[src/rtl/r6bam_pkg.sv]
// Package: shared constants, widths and register codes of the RAID6 address mapper.
`timescale 1ns / 1ps
`default_nettype none
package r6bam_pkg;

  // Array size limit default
  localparam int MAX_DISKS_DEF = 64;

  // Field widths
  localparam int ROW_W   = 32;
  localparam int IDX_W   = 6;
  localparam int LSEC_W  = 32;
  localparam int DEV_W   = 6;
  localparam int SEC_W   = 56;
  localparam int DCNT_W  = 7;
  localparam int CHUNK_W = 17;

  // Configuration port widths
  localparam int CFG_IDX_W  = 2;
  localparam int CFG_DATA_W = 17;

  // Quotient bits resolved per divider stage
  localparam int DIV_BPS = 4;

  // Smallest usable disk count
  localparam int MIN_DISKS = 4;

  // Syndrome blocks per stripe and gap codes
  localparam logic [1:0] SYN_CNT  = 2'd2;
  localparam logic [1:0] GAP_NONE = 2'd0;
  localparam logic [1:0] GAP_ONE  = 2'd1;
  localparam logic [1:0] GAP_FULL = 2'd2;

  // Reset values of the configuration registers
  localparam logic [DCNT_W-1:0]  DISK_COUNT_RST = 7'd4;
  localparam logic [CHUNK_W-1:0] CHUNK_RST      = 17'd8;

  // Configuration register indexes
  typedef enum logic [CFG_IDX_W-1:0] {
    REG_DISK_COUNT    = 2'd0,
    REG_CHUNK_SECTORS = 2'd1,
    REG_SEQ_MODE      = 2'd2
  } reg_idx_t;

endpackage
`default_nettype wire

[src/rtl/r6bam_div.sv]
// Pipelined restoring divider with a sideband that travels alongside the word.
`timescale 1ns / 1ps
`default_nettype none
module r6bam_div #(
  parameter int DVD_W  = 32,
  parameter int DSR_W  = 17,
  parameter int BPS    = r6bam_pkg::DIV_BPS,
  parameter int SIDE_W = 8
) (
  input  wire logic              clk,
  input  wire logic              rst_n,
  input  wire logic              en,
  input  wire logic              in_valid,
  input  wire logic [DVD_W-1:0]  dividend,
  input  wire logic [DSR_W-1:0]  divisor,
  input  wire logic [SIDE_W-1:0] side_in,
  output logic                   out_valid,
  output logic [DVD_W-1:0]       quotient,
  output logic [DSR_W-1:0]       remainder,
  output logic [SIDE_W-1:0]      side_out
);

  localparam int STAGES = (DVD_W + BPS - 1) / BPS;

  logic [DVD_W-1:0]  x_r    [STAGES];
  logic [DSR_W-1:0]  rem_r  [STAGES];
  logic [SIDE_W-1:0] side_r [STAGES];
  logic              v_r    [STAGES];
  logic [DVD_W-1:0]  x_nxt  [STAGES];
  logic [DSR_W-1:0]  rem_nxt[STAGES];

  for (genvar s = 0; s < STAGES; s++) begin : g_stage
    logic [DVD_W-1:0]  x_in;
    logic [DSR_W-1:0]  rem_in;
    logic [SIDE_W-1:0] side_in_s;
    logic              v_in;

    if (s == 0) begin : g_first
      assign x_in      = dividend;
      assign rem_in    = '0;
      assign side_in_s = side_in;
      assign v_in      = in_valid;
    end else begin : g_next
      assign x_in      = x_r[s-1];
      assign rem_in    = rem_r[s-1];
      assign side_in_s = side_r[s-1];
      assign v_in      = v_r[s-1];
    end

    // Resolve BPS quotient bits: shift in a dividend bit, subtract when it fits
    always_comb begin
      logic [DVD_W-1:0] x;
      logic [DSR_W-1:0] r;
      logic [DSR_W:0]   t;
      x = x_in;
      r = rem_in;
      for (int j = 0; j < BPS; j++) begin
        if (s * BPS + j < DVD_W) begin
          t = {r, x[DVD_W-1]};
          if (t >= {1'b0, divisor}) begin
            r = DSR_W'(t - {1'b0, divisor});
            x = {x[DVD_W-2:0], 1'b1};
          end else begin
            r = t[DSR_W-1:0];
            x = {x[DVD_W-2:0], 1'b0};
          end
        end
      end
      x_nxt[s]   = x;
      rem_nxt[s] = r;
    end

    // Advance valid bit
    always_ff @(posedge clk) begin
      if (!rst_n) begin
        v_r[s] <= 1'b0;
      end else if (en) begin
        v_r[s] <= v_in;
      end
    end

    // Advance payload
    always_ff @(posedge clk) begin
      if (en) begin
        x_r[s]    <= x_nxt[s];
        rem_r[s]  <= rem_nxt[s];
        side_r[s] <= side_in_s;
      end
    end
  end

  assign out_valid = v_r[STAGES-1];
  assign quotient  = x_r[STAGES-1];
  assign remainder = rem_r[STAGES-1];
  assign side_out  = side_r[STAGES-1];

endmodule
`default_nettype wire

[config.mk]
export PLATFORM = sky130hd
export DESIGN_NAME = r6bam_div
export DESIGN_NICKNAME = d
export VERILOG_FILES = /design/src/rtl/r6bam_pkg.sv /design/src/rtl/r6bam_div.sv
export SDC_FILE = /design/constraint.sdc
export NUM_CORES = 2
export LEC_CHECK = 0
export BUFFER_PORTS_ARGS = -buffer_cell sky130_fd_sc_hd__clkbuf_2
export CAP_MARGIN = 20
export CORE_MARGIN = 3
export CORE_UTILIZATION = 50
export DETAILED_ROUTE_END_ITERATION = 7
export PLACE_DENSITY = 0.66
export SETUP_SLACK_MARGIN = 0.2
export SLEW_MARGIN = 15
export SYNTH_ARGS = -nofsm -noshare
export SYNTH_HDL_FRONTEND = slang
export SYNTH_SLANG_ARGS = --single-unit
[constraint.sdc]
create_clock -name clk -period 25 [get_ports clk]
set_input_delay 5 -clock clk [delete_from_list [all_inputs] [get_ports clk]]
set_output_delay 5 -clock clk [all_outputs]
set_load 0.02 [all_outputs]
==> flow_results.org <==
** Placement
- Detailed Place HPWL :: 91.0 mm
- The congestion estimate from routability-driven global placement came to 0.971.
- Number of port buffers :: 118

** Yosys
- Number of flip-flops and latches in the synthesized netlist :: 464
- Netlist cell types :: 95
- Portion of the post-synthesis area used by sequential elements :: 0.318
- Most common library cells after synthesis :: sky130_fd_sc_hd__ha_1 (529), sky130_fd_sc_hd__edfxtp_1 (463), sky130_fd_sc_hd__a21oi_1 (402)
- After technology mapping, the gate count stands at 4662.
- Net count after synthesis :: 5283
- For this run, the number of Yosys warnings is 0.
- Of all cell types, the one taking the most synthesized area is sky130_fd_sc_hd__edfxtp_1.
- Average cell area after synthesis :: 9.41 um^2
- Number of enable flip-flop cells after synthesis :: 463
- Main synth FF type :: sky130_fd_sc_hd__edfxtp_1
- Yosys attributes the largest share of cell area to sky130_fd_sc_hd__edfxtp_1 (32%), sky130_fd_sc_hd__ha_1 (15%), sky130_fd_sc_hd__xnor2_1 (4.9%), sky130_fd_sc_hd__mux2_2 (4.9%), sky130_fd_sc_hd__a21oi_1 (4.6%).
- Dominant cell by count in the synthesized netlist :: sky130_fd_sc_hd__ha_1
- Fraction of synthesized cell area taken by the top area cell type :: 0.317
- Asr flop ratio synth :: 0
- Post-synthesis cell area :: 43800 um^2

** Timing
- Max_slew headroom :: 0.281
- Static timing analysis puts the maximum clock frequency at 57.1 MHz.
- Slew of the pin with the lowest slew margin :: 1.08 ns
- Max-slew violation total from the final report :: 0
- Setup repair after global routing left no endpoint under its margin.
- Total of endpoints with negative setup slack in the final report :: 0
- For the final routed database, the setup TNS stands at 0 ns.
- Clock skew on the completed layout was measured at 0.0207 ns.
- Count of endpoints failing hold in the final timing report :: 0
- Period minus WS final :: 17.52 ns
- Final Cycle Share :: 0.701

** Global routing
- The first global-routing pass estimated 190 mm of wire.
- Number of global-route vias before repair :: 34700
- For this run, the total global-route usage over all layers was measured as 0.262.
- Total overflow reported by the global router :: 0
- Pin count of the biggest net entering global routing :: 79
- Number of antenna violations at the first check in global routing :: 2

** Drt
- Top metal layer carrying routed signals :: met5
- First-pass iteration count of the detailed router :: 6
- Routed len/inst :: 20.1 um
- Starting DRC count in detailed routing :: 2982
- Wires add up to 120 mm.
- For this run, design rule violations remaining after detail routing come to 0.
- Via Count :: 36600
- M1 wire length :: 55.2 mm
- Routed wl met3 :: 7.53 mm
- After detailed routing, the number of vias per cell comes to 6.11.
- Number of nets still failing antenna checks after routing :: 0
- Wire segments on met2 add up to 53.4 mm in the final route.

** Critical path
- Cell occurring most often along the worst timing path :: sky130_fd_sc_hd__o21ai_0
- Largest stage delay, worst path :: 0.59 ns
- In this run the register-to-register setup slack is 12.39 ns.
- The kind of cell with the highest combined delay along the critical path is compound AO/OA/AOI/OAI gates.
- Path depth of the worst reg2reg path :: 44
- Maximum fanout encountered on the critical timing path :: 24
- The slowest stage of the critical path belongs to the cell sky130_fd_sc_hd__clkinv_1.
- Critical path type :: in2reg
- Tracing the worst setup path back leads to its startpoint at divisor[1].
- In this run the critical register-to-register path is launched from x_r[1][63].
- Worst R2R End :: rem_r[1][35]
- STA classifies the critical path startpoint as a primary input.
- Endpoint arrival time on the critical path :: 17.91 ns
- At the worst endpoint, the required time is 25.39 ns.
- The critical path contains buffers and inverters numbering 8 combined.
- The worst setup path is captured at a register.

** Floorplan
- Placement Rows :: 107
- From bottom edge to top edge, the die measures 302 um.
- The region available for standard cell placement spans 86100 um^2.
- During I/O placement, the number of pins put on the boundary was 119.
- The die covers 91300 um^2.
- Die X-Extent :: 302 um
- For this configuration, the core starts out at a cell density of 0.509.

** CTS
- Number of hold buffers added after cts :: 0
- Skew-Pair Late Insertion Delay :: 0.66 ns
- CTS tree :: done
- Max Buffers Root-to-Sink :: 3
- Buffer count from post-CTS setup fixing :: 0
- Clock edge transition at the registers on the reported setup and hold paths :: 0.06 ns
- The tree built by TritonCTS fans out to 464 sinks.
- Number of H-tree levels :: 2
- Clock buffer count from CTS :: 55
- The tree is rooted in a sky130_fd_sc_hd__clkbuf_16.
- After clock tree synthesis, the repair step resized 0 gates.

** Worst hold path
- The path with the worst hold slack has its endpoint at x_r[0][111].
- In this run the worst hold path is classified as reg2reg.
- Worst Hold Depth :: 0
- Source of the worst hold timing path :: x_r[0][75]

** Cells and area
- In the final design database the tool counted 5431 nets.
- Share of post-route cells with drive strength above 1 :: 0.112
- End-of-flow core utilization :: 0.556
- Counting the fill cells in the layout gives 7678.
- The number of antenna diodes in the final layout is 0.
- Post-synthesis to final-layout area growth :: 9.11%

** Status
- Result of the run :: finished clean

** Flow run
- The tool flagged a number of max-cap violations equal to 0.
metrics by stage:
step	area [um^2]	hold slack, ns	cells	setup slack, ns
after floorplan	43800	0.400	4662	8.53
after global routing	47800	0.419	5997	6.44
after CTS	47800	0.416	5996	7.55
final	47800	0.412	5997	7.48
after global placement	46000	0.400	5896	6.94
after detailed placement	46000	0.405	5896	6.93
metal layers:
layer / up-vias / track usage
li1: 18000 / -
met1: 17300 / 0.368
met2: 1060 / 0.417
met3: 252 / 0.0365
met4: 2 / 0.0862
met5: - / 0
cells by family after synthesis:
kind of cell    Yosys count  share of synthesized area
compound gates         1385                      0.205
xor+xnor                385                     0.0769
fa+ha+maj               560                      0.165
buf+inv                 314                     0.0279
flops                   464                      0.318
mux                     251                     0.0639
simple gates           1303                      0.144
area by class of cell:
cell class	count	area, um^2	share of cell area
multi-input combinational	3884	28700	0.601
tap	1144	1430	0.0299
sequential	464	13900	0.291
clock inverter	34	359	0.00751
inverter	225	848	0.0177
clock buffer	66	1460	0.0305
timing repair buffer	180	1070	0.0224
flip-flops by register name (all words and copies together), names as in the netlist:
name and flops:
x_r 256, rem_r 136, side_r 64, v_r 8
how the worst max path moves through the flow:
stage	cells past startpoint	endpoint
finish	45	rem_r[1][35]
floorplan	49	rem_r[0][49]
detailed placement	47	rem_r[0][45]
global placement	47	rem_r[0][45]
CTS	47	rem_r[0][45]
global route	45	rem_r[1][35]
cells in the final DEF (no fill, tap or decap), types with 13 or more instances in the layout:
cell type | synthesis | layout
sky130_fd_sc_hd__nor3_1 | 99 | 98
sky130_fd_sc_hd__o21a_1 | 93 | 93
sky130_fd_sc_hd__mux2i_1 | 51 | 51
sky130_fd_sc_hd__nor2_1 | 378 | 378
sky130_fd_sc_hd__nor4_1 | 28 | 28
sky130_fd_sc_hd__nand4_1 | 87 | 87
sky130_fd_sc_hd__o31a_1 | 16 | 16
sky130_fd_sc_hd__o31ai_1 | 39 | 38
sky130_fd_sc_hd__inv_1 | 216 | 200
sky130_fd_sc_hd__o221ai_1 | 21 | 21
sky130_fd_sc_hd__a221o_1 | 22 | 22
sky130_fd_sc_hd__o21bai_1 | 45 | 45
sky130_fd_sc_hd__a211oi_1 | 49 | 49
sky130_fd_sc_hd__mux2_2 | 190 | 190
sky130_fd_sc_hd__clkbuf_16 | 0 | 57
sky130_fd_sc_hd__o41ai_1 | 16 | 16
sky130_fd_sc_hd__fa_1 | 31 | 31
sky130_fd_sc_hd__a21o_1 | 146 | 146
sky130_fd_sc_hd__a31oi_1 | 36 | 36
sky130_fd_sc_hd__or2_2 | 25 | 25
sky130_fd_sc_hd__or3_1 | 39 | 39
sky130_fd_sc_hd__ha_1 | 529 | 529
sky130_fd_sc_hd__nand3_1 | 87 | 87
sky130_fd_sc_hd__o21ai_0 | 308 | 308
sky130_fd_sc_hd__clkbuf_2 | 0 | 117
sky130_fd_sc_hd__nor2b_1 | 70 | 70
sky130_fd_sc_hd__clkinv_1 | 3 | 13
sky130_fd_sc_hd__nand2b_1 | 57 | 57
sky130_fd_sc_hd__buf_4 | 1 | 61
sky130_fd_sc_hd__and3_1 | 40 | 40
sky130_fd_sc_hd__inv_2 | 5 | 20
sky130_fd_sc_hd__xnor2_1 | 246 | 246
sky130_fd_sc_hd__a211o_1 | 15 | 15
sky130_fd_sc_hd__xor2_1 | 139 | 139
sky130_fd_sc_hd__a21oi_1 | 402 | 401
sky130_fd_sc_hd__nand2_1 | 306 | 306
sky130_fd_sc_hd__edfxtp_1 | 463 | 463
sky130_fd_sc_hd__o211ai_1 | 32 | 32
sky130_fd_sc_hd__a21boi_0 | 15 | 15
sky130_fd_sc_hd__and2_1 | 36 | 36
Power is not shown: default switching activity piles up to over one toggle a cycle in this logic, so the estimate is an artifact.
